## src/rtl/tcp_stream_reassembler_unit_macros.svh

```systemverilog
// ----------------------------------------------------------------------------
// tcp stream reassembler assertion macros
// shared concurrent assertion forms, clocked on clk_i, off during reset
// ----------------------------------------------------------------------------
`ifndef TCP_STREAM_REASSEMBLER_UNIT_MACROS_SVH
`define TCP_STREAM_REASSEMBLER_UNIT_MACROS_SVH

// same-cycle implication
`define TSR_ASSERT_IMPL(lbl, ante, cons) \
  lbl: assert property (@(posedge clk_i) disable iff (!rst_ni) (ante) |-> (cons)) \
    else $error("tsr assertion failed");

// next-cycle implication
`define TSR_ASSERT_NEXT(lbl, ante, cons) \
  lbl: assert property (@(posedge clk_i) disable iff (!rst_ni) (ante) |=> (cons)) \
    else $error("tsr assertion failed");

`endif

```

## src/rtl/tsr_pkg.sv

```systemverilog
// ----------------------------------------------------------------------------
// tsr_pkg
// shared types and constants of the tcp stream reassembler
// ----------------------------------------------------------------------------
`timescale 1ns / 1ps

package tsr_pkg;

  localparam int WINDOW_BYTES_DEF = 64;
  localparam int QUEUE_DEPTH      = 2;
  localparam int IDX_W            = 32;
  localparam int DATA_W           = 8;
  localparam int CNT_W            = 7;
  localparam int CNT_MAX          = 127;

  typedef enum logic [1:0] {
    CMD_PUSH = 2'd0,
    CMD_END  = 2'd1,
    CMD_READ = 2'd2,
    CMD_NOP  = 2'd3
  } cmd_e;

  typedef enum logic [1:0] {
    OP_PUSH,
    OP_END,
    OP_READ,
    OP_NOP
  } op_e;

  typedef struct packed {
    op_e               op;
    logic              set_end;
    logic [IDX_W-1:0]  end_val;
    logic [IDX_W-1:0]  idx;
    logic [DATA_W-1:0] data;
  } item_t;

  typedef struct packed {
    logic valid;
    logic full;
  } qstat_t;

  typedef struct packed {
    logic [DATA_W-1:0] read_byte;
    logic              read_valid;
    logic              byte_stored;
    logic [IDX_W-1:0]  assembled_end;
    logic [CNT_W-1:0]  pending_count;
    logic              input_ended;
  } result_t;

  typedef enum logic [2:0] {
    ST_CLEAR,
    ST_IDLE,
    ST_PUSH_RD,
    ST_PUSH_WR,
    ST_WALK_RD,
    ST_WALK_CHK,
    ST_READ,
    ST_FINISH
  } state_e;

endpackage

```

## src/rtl/tsr_front.sv

```systemverilog
// ----------------------------------------------------------------------------
// tsr_front
// accepts input beats, decodes the command and queues a classified item
// ----------------------------------------------------------------------------
`timescale 1ns / 1ps

module tsr_front import tsr_pkg::*; (
  input  logic              in_valid_i,
  output logic              in_stall_o,
  input  logic [1:0]        cmd_i,
  input  logic [IDX_W-1:0]  stream_index_i,
  input  logic [DATA_W-1:0] data_byte_i,
  input  logic              is_last_byte_i,
  input  logic              clearing_i,
  input  qstat_t            q_stat_i,
  output logic              q_push_o,
  output item_t             q_item_o
);

  assign in_stall_o = q_stat_i.full | clearing_i;
  assign q_push_o   = in_valid_i & ~in_stall_o;

  always_comb begin
    q_item_o.idx     = stream_index_i;
    q_item_o.data    = data_byte_i;
    q_item_o.end_val = stream_index_i;
    q_item_o.set_end = 1'b0;
    q_item_o.op      = OP_NOP;
    unique case (cmd_e'(cmd_i))
      CMD_PUSH: begin
        q_item_o.op      = OP_PUSH;
        q_item_o.set_end = is_last_byte_i;
        q_item_o.end_val = stream_index_i + IDX_W'(1);
      end
      CMD_END: begin
        q_item_o.op      = OP_END;
        q_item_o.set_end = 1'b1;
      end
      CMD_READ: begin
        q_item_o.op = OP_READ;
      end
      CMD_NOP: begin
        q_item_o.op = OP_NOP;
      end
    endcase
  end

endmodule

```

## src/rtl/tsr_queue.sv

```systemverilog
// ----------------------------------------------------------------------------
// tsr_queue
// short item queue between the front and the back
// ----------------------------------------------------------------------------
`timescale 1ns / 1ps

module tsr_queue import tsr_pkg::*; (
  input  logic   clk_i,
  input  logic   rst_ni,
  input  logic   push_i,
  input  item_t  item_i,
  input  logic   pop_i,
  output item_t  item_o,
  output qstat_t stat_o
);

  `include "tcp_stream_reassembler_unit_macros.svh"

  localparam int PTR_W = (QUEUE_DEPTH > 1) ? $clog2(QUEUE_DEPTH) : 1;
  localparam int CNT_QW = $clog2(QUEUE_DEPTH + 1);

  item_t              mem_q [QUEUE_DEPTH];
  logic [PTR_W-1:0]   wptr_q, wptr_d, rptr_q, rptr_d;
  logic [CNT_QW-1:0]  cnt_q, cnt_d;

  function automatic logic [PTR_W-1:0] ptr_next(input logic [PTR_W-1:0] p);
    ptr_next = (p == PTR_W'(QUEUE_DEPTH - 1)) ? '0 : p + PTR_W'(1);
  endfunction

  assign stat_o.valid = (cnt_q != '0);
  assign stat_o.full  = (cnt_q == CNT_QW'(QUEUE_DEPTH));
  assign item_o       = mem_q[rptr_q];

  always_comb begin
    wptr_d = push_i ? ptr_next(wptr_q) : wptr_q;
    rptr_d = pop_i  ? ptr_next(rptr_q) : rptr_q;
    cnt_d  = cnt_q;
    if (push_i && !pop_i) begin
      cnt_d = cnt_q + CNT_QW'(1);
    end else if (!push_i && pop_i) begin
      cnt_d = cnt_q - CNT_QW'(1);
    end
  end

  always_ff @(posedge clk_i or negedge rst_ni) begin
    if (!rst_ni) begin
      wptr_q <= '0;
      rptr_q <= '0;
      cnt_q  <= '0;
    end else begin
      wptr_q <= wptr_d;
      rptr_q <= rptr_d;
      cnt_q  <= cnt_d;
    end
  end

  always_ff @(posedge clk_i) begin
    if (push_i) begin
      mem_q[wptr_q] <= item_i;
    end
  end

  `TSR_ASSERT_IMPL(a_no_overflow, stat_o.full, !push_i)
  `TSR_ASSERT_IMPL(a_no_underflow, !stat_o.valid, !pop_i)
  `TSR_ASSERT_IMPL(a_cnt_range, 1'b1, cnt_q <= CNT_QW'(QUEUE_DEPTH))

endmodule

```

## src/rtl/tsr_back.sv

```systemverilog
// ----------------------------------------------------------------------------
// tsr_back
// executes queued items: byte ring, valid map walk, reads and result register
// ----------------------------------------------------------------------------
`timescale 1ns / 1ps

module tsr_back import tsr_pkg::*; #(
  parameter int WINDOW_BYTES = WINDOW_BYTES_DEF
) (
  input  logic    clk_i,
  input  logic    rst_ni,
  input  qstat_t  q_stat_i,
  input  item_t   q_item_i,
  output logic    q_pop_o,
  output logic    clearing_o,
  input  logic    out_stall_i,
  output logic    out_valid_o,
  output result_t result_o
);

  `include "tcp_stream_reassembler_unit_macros.svh"

  localparam int SW = $clog2(WINDOW_BYTES);
  localparam int PW = $clog2(WINDOW_BYTES + 1);
  localparam logic [SW:0]      WIN      = (SW + 1)'(WINDOW_BYTES);
  localparam logic [SW-1:0]    SLOT_MAX = SW'(WINDOW_BYTES - 1);
  localparam logic [IDX_W-1:0] WIN_IDX  = IDX_W'(WINDOW_BYTES);

  state_e            state_q, state_d;
  item_t             cur_q, cur_d;
  logic [IDX_W-1:0]  ap_q, ap_d, rp_q, rp_d, endpos_q, endpos_d;
  logic [SW-1:0]     aslot_q, aslot_d, rslot_q, rslot_d, slot_q, slot_d, clr_q, clr_d;
  logic              endknown_q, endknown_d, ended_q, ended_d;
  logic [PW-1:0]     pending_q, pending_d;
  logic              stored_q, stored_d, rvalid_q, rvalid_d;
  logic              out_valid_q, out_valid_d;
  result_t           res_q, res_d;

  logic [DATA_W-1:0] ring_mem [WINDOW_BYTES];
  logic              vmap_mem [WINDOW_BYTES];
  logic [DATA_W-1:0] ring_rd_q;
  logic              vmap_rd_q;

  logic              ring_we, ring_re, vmap_we, vmap_re, vmap_wd;
  logic [SW-1:0]     ring_raddr, vmap_waddr, vmap_raddr;

  logic [IDX_W-1:0]  off, lim, ap_inc, rp_inc;
  logic              in_win, wrapped, can_walk, done_now;
  logic [SW:0]       slot_sum, slot_mod;
  logic [SW-1:0]     push_slot, aslot_nxt, rslot_nxt;

  assign off       = cur_q.idx - ap_q;
  assign lim       = rp_q + WIN_IDX - ap_q;
  assign in_win    = off < lim;
  assign wrapped   = cur_q.idx < ap_q;
  assign slot_sum  = {1'b0, aslot_q} + {1'b0, off[SW-1:0]};
  assign slot_mod  = (slot_sum >= WIN) ? slot_sum - WIN : slot_sum;
  assign push_slot = wrapped ? cur_q.idx[SW-1:0] : slot_mod[SW-1:0];
  assign can_walk  = (ap_q - rp_q) < WIN_IDX;
  assign ap_inc    = ap_q + IDX_W'(1);
  assign rp_inc    = rp_q + IDX_W'(1);
  // slot follows index mod window, back to zero at the index wrap
  assign aslot_nxt = (ap_inc == '0) ? '0 : (aslot_q == SLOT_MAX) ? '0 : aslot_q + SW'(1);
  assign rslot_nxt = (rp_inc == '0) ? '0 : (rslot_q == SLOT_MAX) ? '0 : rslot_q + SW'(1);
  assign done_now  = endknown_q && (pending_q == '0) && (ap_q >= endpos_q);

  assign clearing_o  = (state_q == ST_CLEAR);
  assign out_valid_o = out_valid_q;
  assign result_o    = res_q;

  always_comb begin
    state_d     = state_q;
    cur_d       = cur_q;
    ap_d        = ap_q;
    rp_d        = rp_q;
    endpos_d    = endpos_q;
    aslot_d     = aslot_q;
    rslot_d     = rslot_q;
    slot_d      = slot_q;
    clr_d       = clr_q;
    endknown_d  = endknown_q;
    ended_d     = ended_q;
    pending_d   = pending_q;
    stored_d    = stored_q;
    rvalid_d    = rvalid_q;
    out_valid_d = out_valid_q & out_stall_i;
    res_d       = res_q;
    q_pop_o     = 1'b0;
    ring_we     = 1'b0;
    ring_re     = 1'b0;
    ring_raddr  = rslot_q;
    vmap_we     = 1'b0;
    vmap_re     = 1'b0;
    vmap_wd     = 1'b0;
    vmap_waddr  = clr_q;
    vmap_raddr  = aslot_q;

    unique case (state_q)
      ST_CLEAR: begin
        vmap_we    = 1'b1;
        vmap_waddr = clr_q;
        clr_d      = clr_q + SW'(1);
        if (clr_q == SLOT_MAX) begin
          state_d = ST_IDLE;
        end
      end
      ST_IDLE: begin
        if (q_stat_i.valid) begin
          q_pop_o  = 1'b1;
          cur_d    = q_item_i;
          stored_d = 1'b0;
          rvalid_d = 1'b0;
          if (q_item_i.set_end) begin
            endpos_d   = q_item_i.end_val;
            endknown_d = 1'b1;
          end
          unique case (q_item_i.op) inside
            OP_PUSH:        state_d = ST_PUSH_RD;
            OP_READ:        state_d = ST_READ;
            OP_END, OP_NOP: state_d = ST_FINISH;
          endcase
        end
      end
      ST_PUSH_RD: begin
        if (in_win) begin
          vmap_re    = 1'b1;
          vmap_raddr = push_slot;
          slot_d     = push_slot;
          state_d    = ST_PUSH_WR;
        end else begin
          state_d = ST_FINISH;
        end
      end
      ST_PUSH_WR: begin
        ring_we    = 1'b1;
        vmap_we    = 1'b1;
        vmap_wd    = 1'b1;
        vmap_waddr = slot_q;
        stored_d   = 1'b1;
        if (!vmap_rd_q) begin
          pending_d = pending_q + PW'(1);
        end
        state_d = ST_WALK_RD;
      end
      ST_WALK_RD: begin
        if (can_walk) begin
          vmap_re    = 1'b1;
          vmap_raddr = aslot_q;
          state_d    = ST_WALK_CHK;
        end else begin
          state_d = ST_FINISH;
        end
      end
      ST_WALK_CHK: begin
        if (vmap_rd_q) begin
          vmap_we    = 1'b1;
          vmap_waddr = aslot_q;
          if (pending_q != '0) begin
            pending_d = pending_q - PW'(1);
          end
          ap_d    = ap_inc;
          aslot_d = aslot_nxt;
          state_d = ST_WALK_RD;
        end else begin
          state_d = ST_FINISH;
        end
      end
      ST_READ: begin
        if (rp_q != ap_q) begin
          ring_re  = 1'b1;
          rvalid_d = 1'b1;
          rp_d     = rp_inc;
          rslot_d  = rslot_nxt;
        end
        state_d = ST_FINISH;
      end
      ST_FINISH: begin
        if (!out_valid_q || !out_stall_i) begin
          ended_d             = ended_q | done_now;
          res_d.read_byte     = rvalid_q ? ring_rd_q : '0;
          res_d.read_valid    = rvalid_q;
          res_d.byte_stored   = stored_q;
          res_d.assembled_end = ap_q;
          res_d.pending_count = (32'(pending_q) > CNT_MAX) ? CNT_W'(CNT_MAX)
                                                           : CNT_W'(pending_q);
          res_d.input_ended   = ended_q | done_now;
          out_valid_d         = 1'b1;
          state_d             = ST_IDLE;
        end
      end
    endcase
  end

  always_ff @(posedge clk_i or negedge rst_ni) begin
    if (!rst_ni) begin
      state_q     <= ST_CLEAR;
      ap_q        <= '0;
      rp_q        <= '0;
      endpos_q    <= '0;
      aslot_q     <= '0;
      rslot_q     <= '0;
      clr_q       <= '0;
      endknown_q  <= 1'b0;
      ended_q     <= 1'b0;
      pending_q   <= '0;
      stored_q    <= 1'b0;
      rvalid_q    <= 1'b0;
      out_valid_q <= 1'b0;
    end else begin
      state_q     <= state_d;
      ap_q        <= ap_d;
      rp_q        <= rp_d;
      endpos_q    <= endpos_d;
      aslot_q     <= aslot_d;
      rslot_q     <= rslot_d;
      clr_q       <= clr_d;
      endknown_q  <= endknown_d;
      ended_q     <= ended_d;
      pending_q   <= pending_d;
      stored_q    <= stored_d;
      rvalid_q    <= rvalid_d;
      out_valid_q <= out_valid_d;
    end
  end

  always_ff @(posedge clk_i) begin
    cur_q  <= cur_d;
    slot_q <= slot_d;
    res_q  <= res_d;
  end

  // byte ring
  always_ff @(posedge clk_i) begin
    if (ring_we) begin
      ring_mem[slot_q] <= cur_q.data;
    end
    if (ring_re) begin
      ring_rd_q <= ring_mem[ring_raddr];
    end
  end

  // valid map
  always_ff @(posedge clk_i) begin
    if (vmap_we) begin
      vmap_mem[vmap_waddr] <= vmap_wd;
    end
    if (vmap_re) begin
      vmap_rd_q <= vmap_mem[vmap_raddr];
    end
  end

  `TSR_ASSERT_IMPL(a_window_span, 1'b1, (ap_q - rp_q) <= WIN_IDX)
  `TSR_ASSERT_NEXT(a_walk_step, (state_q == ST_WALK_CHK) && vmap_rd_q, ap_q == $past(ap_q) + IDX_W'(1))
  `TSR_ASSERT_NEXT(a_ended_sticky, ended_q, ended_q)
  `TSR_ASSERT_IMPL(a_pop_only_idle, state_q != ST_IDLE, !q_pop_o)

endmodule

```

## src/rtl/tcp_stream_reassembler_unit.sv

```systemverilog
// ----------------------------------------------------------------------------
// tcp_stream_reassembler_unit
// puts an out-of-order byte stream back in order, one stream byte per beat
// ----------------------------------------------------------------------------
// usage
//   input beat: cmd_i (push byte, mark end, read byte, no-op), stream_index_i,
//   data_byte_i, is_last_byte_i; taken when in_valid_i is high and in_stall_o
//   is low. every input beat yields exactly one output beat, in order, taken
//   when out_valid_o is high and out_stall_i is low.
//   a two-entry queue sits behind the decoder, so beats keep arriving while
//   the executor works or while a result waits on a stalled receiver; once the
//   queue is full in_stall_o rises.
//   path from queue to result register: end mark or no-op go from idle to the
//   finish state, a read passes the read state, a push reads the map and is
//   dropped when outside the window, otherwise it writes ring and map and
//   walks the valid map, one read and one write of the map memory per byte
//   the assembled point moves past, stopping at a gap or the window limit.
//   after reset the valid map is cleared one entry a cycle, with in_stall_o
//   held high; all pointers and flags restart at zero.
//   a stalled result holds its value until taken.
// ----------------------------------------------------------------------------
`timescale 1ns / 1ps

module tcp_stream_reassembler_unit import tsr_pkg::*; #(
  parameter int WINDOW_BYTES = WINDOW_BYTES_DEF
) (
  input  logic              clk_i,
  input  logic              rst_ni,
  input  logic              in_valid_i,
  output logic              in_stall_o,
  input  logic [1:0]        cmd_i,
  input  logic [IDX_W-1:0]  stream_index_i,
  input  logic [DATA_W-1:0] data_byte_i,
  input  logic              is_last_byte_i,
  output logic              out_valid_o,
  input  logic              out_stall_i,
  output logic [DATA_W-1:0] read_byte_o,
  output logic              read_valid_o,
  output logic              byte_stored_o,
  output logic [IDX_W-1:0]  assembled_end_o,
  output logic [CNT_W-1:0]  pending_count_o,
  output logic              input_ended_o
);

  qstat_t  q_stat;
  item_t   q_item_in, q_item_out;
  logic    q_push, q_pop, clearing;
  result_t result;

  tsr_front u_front (
    .in_valid_i     (in_valid_i),
    .in_stall_o     (in_stall_o),
    .cmd_i          (cmd_i),
    .stream_index_i (stream_index_i),
    .data_byte_i    (data_byte_i),
    .is_last_byte_i (is_last_byte_i),
    .clearing_i     (clearing),
    .q_stat_i       (q_stat),
    .q_push_o       (q_push),
    .q_item_o       (q_item_in)
  );

  tsr_queue u_queue (
    .clk_i  (clk_i),
    .rst_ni (rst_ni),
    .push_i (q_push),
    .item_i (q_item_in),
    .pop_i  (q_pop),
    .item_o (q_item_out),
    .stat_o (q_stat)
  );

  tsr_back #(
    .WINDOW_BYTES (WINDOW_BYTES)
  ) u_back (
    .clk_i       (clk_i),
    .rst_ni      (rst_ni),
    .q_stat_i    (q_stat),
    .q_item_i    (q_item_out),
    .q_pop_o     (q_pop),
    .clearing_o  (clearing),
    .out_stall_i (out_stall_i),
    .out_valid_o (out_valid_o),
    .result_o    (result)
  );

  assign read_byte_o     = result.read_byte;
  assign read_valid_o    = result.read_valid;
  assign byte_stored_o   = result.byte_stored;
  assign assembled_end_o = result.assembled_end;
  assign pending_count_o = result.pending_count;
  assign input_ended_o   = result.input_ended;

endmodule

```

## config.mk

```make
export PLATFORM = sky130hd
export DESIGN_NAME = tcp_stream_reassembler_unit
export DESIGN_NICKNAME = d
export VERILOG_FILES = /design/src/rtl/tsr_pkg.sv /design/src/rtl/tsr_front.sv /design/src/rtl/tsr_queue.sv /design/src/rtl/tsr_back.sv /design/src/rtl/tcp_stream_reassembler_unit.sv
export VERILOG_INCLUDE_DIRS = /design/src /design/src/rtl
export SDC_FILE = /design/constraint.sdc
export NUM_CORES = 1
export LEC_CHECK = 0
export BUFFER_PORTS_ARGS = -buffer_cell sky130_fd_sc_hd__buf_2
export CORE_ASPECT_RATIO = 1.5
export CORE_MARGIN = 1
export CORE_UTILIZATION = 29
export DETAILED_ROUTE_END_ITERATION = 10
export GPL_ROUTABILITY_DRIVEN = 0
export PLACE_DENSITY = 0.53
export SETUP_SLACK_MARGIN = 0.4
export SLEW_MARGIN = 20
export SYNTH_ARGS = -nofsm -noshare
export SYNTH_HDL_FRONTEND = slang
export SYNTH_SLANG_ARGS = --single-unit
```

## constraint.sdc

```tcl
create_clock -name clk_i -period 8.9 [get_ports clk_i]
set_input_delay 1.335 -clock clk_i [delete_from_list [all_inputs] [get_ports clk_i]]
set_output_delay 1.335 -clock clk_i [all_outputs]
set_load 0.01 [all_outputs]
```

==> qor.csv <==
metric;value;unit
outcome;complete, no violations;
CP max-delay cell;dfrtp_1;
worst r2r dst;u_back.vmap_rd_q;
Mapped Nets;3417;
Initial DRC Count;1960;
Routed met3 length;5050;um
maxcap violations;0;
Setup-failing EPs final;0;
most frequent CP cell;a21o_1;
min Tclk post-route;7910;ps
Mapped Cells;3165;
Die Wd;325;um
Max Root-Sink Buffers;3;
Top Layer Used;met5;
Slew Viols, Final;0;
synthesized area;45500;um2
Total Power;0.00923;W
Clock Skew;41.4;ps
Unique masters post-synth;90;
Worst EP required;9420;ps
first-pass detailed-route iteration total;7;
Clk pin slew, worst setup/hold paths;80;ps
startpoint types;flop;
largest net degree at the start of global routing;75;
initial core utilization;0.293;
number of synthesized flops with an enable pin;831;
die area;158000;um2
Yosys Warn Count;0;
vias in the first global route;27200;
slew margin rel.;0.280;
final setup TNS;0;ps
clock sinks;964;
fraction of layout cells with a size suffix above 1;0.160;
synthesis-to-layout area growth;14.0;%
Top FF cell, synth;edfxtp_1;
Die Ht;487;um
register area share after synthesis;0.622;
endpoints failing hold;0;
Setup WS pre-CTS;565;ps
WL/cell;23.1;um
Detail Route Antenna Nets;0;
post-layout net count;3545;
IO Count;99;
drt via density;4.94;
CP endpoint kind;flop;
final wirelength;126000;um
Worst EP arrival;8430;ps
Final period util;0.889;
Syn Area/Cell;14.4;um2
total congestion overflow;0;
crit-path max cell delay;490;ps
Max Freq;126;MHz
Seq. cell area;28300;um2
placed cell count;5252;
# port buffers;98;
initial antenna violation count;14;
DP HPWL;89300;um
wl on met1;50400;um
Filler cells;15200;
RSZ-0062 raised after global routing;no;
final setup margin;987;ps
maximum VDD drop;0.185;mV
most common cell after layout, fill and taps aside;edfxtp_1;
R2R setup slack;990;ps
area of the multi-input gates;16300;um2
GRT Util Overall;0.158;
CP startpoint;u_back.rp_q[2];
Worst-Skew Late Latency;750;ps
Reg2Reg Depth;30;
Post-Route Utilization;0.334;
RR Startpoint;u_back.rp_q[2];
Worst Setup Path Type;flop to flop;
via count;26900;
Slew @ Worst Pin;1070;ps
CTS tree;yes;
PD cells;178;nW/um2
#FFs+latches synth;964;
Final Non-Filler Cells;5439;
Num CTS Buffers;97;
clock tree root driver cell;clkbuf_16;
Pleak;17.2;nW
DRC Markers;0;
met2 routed WL;65700;um
first-pass GRT wire length;184000;um
Core Box Area;155000;um2
H-tree Lvls;3;
Async SR Flop Fraction;0.138;
CP Max Fanout;15;
HP Class;input port to async pin;
commonest cells after routing, fill and taps aside;edfxtp_1 (831), nor2_1 (260), ha_1 (202);
Row Count;177;
-- sequential cells by signal (all words and copies together), names as in the netlist, 2 cells and up --
signal and cells:
u_back.cur_q 40, u_back.aslot_q 6, u_back.pending_q 7, u_back.rp_q 32, u_back.slot_q 6, u_back.result_o 50
u_back.vmap_mem 64, u_back.ring_rd_q 8, u_back.ring_mem 512, u_back.ap_q 32, u_back.clr_q 6, u_queue.mem_q 150
u_back.state_q 3, u_back.endpos_q 32, u_queue.cnt_q 2, u_back.ring_raddr 6
-- cell type report --
type                    count  area share
flip-flops and latches    964       0.546
multi-input cells        1955       0.314
clock buffers             128      0.0504
well taps                2058      0.0496
repair buffers            132      0.0149
clock inverters            55      0.0145
inverters                 143      0.0103
diodes                      4    0.000193
-- cells in the mapped netlist, types with 7 or more instances --
| master | n | area share |
|---|---|---|
| a211oi_1 | 10 | 0.0017 |
| a21o_1 | 56 | 0.0092 |
| a21oi_1 | 142 | 0.016 |
| a22oi_1 | 21 | 0.0035 |
| a31oi_1 | 11 | 0.0015 |
| and2_1 | 28 | 0.0039 |
| and3_1 | 26 | 0.0036 |
| and4_1 | 7 | 0.0013 |
| buf_1 | 26 | 0.0021 |
| clkbuf_1 | 71 | 0.0059 |
| dfrtp_1 | 133 | 0.073 |
| edfxtp_1 | 831 | 0.55 |
| ha_1 | 202 | 0.056 |
| inv_1 | 143 | 0.012 |
| mux2_2 | 46 | 0.011 |
| mux2i_1 | 75 | 0.017 |
| mux4_2 | 168 | 0.083 |
| nand2_1 | 179 | 0.015 |
| nand2b_1 | 26 | 0.0036 |
| nand3_1 | 76 | 0.0084 |
| nand3b_1 | 9 | 0.0015 |
| nand4_1 | 56 | 0.0077 |
| nor2_1 | 263 | 0.022 |
| nor2b_1 | 20 | 0.0028 |
| nor3_1 | 54 | 0.0059 |
| nor4_1 | 16 | 0.0022 |
| o211ai_1 | 10 | 0.0017 |
| o21a_1 | 14 | 0.0023 |
| o21ai_0 | 84 | 0.0092 |
| o21ai_1 | 7 | 0.00077 |
| o21bai_1 | 13 | 0.0021 |
| o22ai_1 | 7 | 0.00096 |
| o31ai_1 | 9 | 0.0015 |
| or2_2 | 12 | 0.0017 |
| or3_1 | 8 | 0.0011 |
| xnor2_1 | 158 | 0.030 |
| xor2_1 | 41 | 0.0079 |
-- what timing repair did --
action	4_1_cts	5_1_grt
hold buffers	0	0
resized for setup	0	4
setup endpoints to repair	0	1
buffers inserted	0	0
-- stage by stage --
step | cell area (um2) | hold WS (ps)
final | 51900 | 473
after global placement | 48400 | 465
after CTS | 51800 | 428
after detailed placement | 48500 | 463
after global routing | 51900 | 488
after floorplan | 45500 | 426
-- layer usage --
metal	track usage	vias up
li1	-	12300
met1	0.186	13700
met2	0.286	561
met3	0.0225	196
met4	0.0619	20
met5	0	-
-- where the power goes --
group	switching [W]	internal, W
clock network	0.00187	0.00246
registers	0.0000000000000000000328	0.00485
logic	0.0000361	0.0000143
-- critical path: cells and delay by family (launching register included) --
| family | cells | cell delay [ps] |
|---|---|---|
| DFF | 1 | 490 |
| adders and majority gates | 4 | 1230 |
| AOI/OAI and AO/OA | 16 | 3490 |
| muxes | 1 | 470 |
| and+or+nand+nor | 7 | 1750 |
| buffers and inverters | 1 | 90 |
| xor gates and xnor gates | 1 | 180 |
-- worst max-delay path by stage --
stage | to | slack, ps | cells past startpoint
floorplan | u_back.vmap_rd_q | 1920 | 33
global placement | u_back.vmap_rd_q | 680 | 30
detailed placement | u_back.vmap_rd_q | 560 | 30
CTS | u_back.vmap_rd_q | 470 | 30
global route | u_back.vmap_rd_q | 470 | 30
finish | u_back.vmap_rd_q | 990 | 30
-- logic make-up after synthesis --
family / share of synthesized area
flip-flops: 0.622
AND/OR/NAND/NOR: 0.0837
AO/OA/AOI/OAI: 0.0655
multiplexers: 0.112
buffers and inverters: 0.0209
adder cells (fa/ha/maj): 0.0580
XOR/XNOR: 0.0383
No activity file was read; power rests on OpenSTA's default activity.
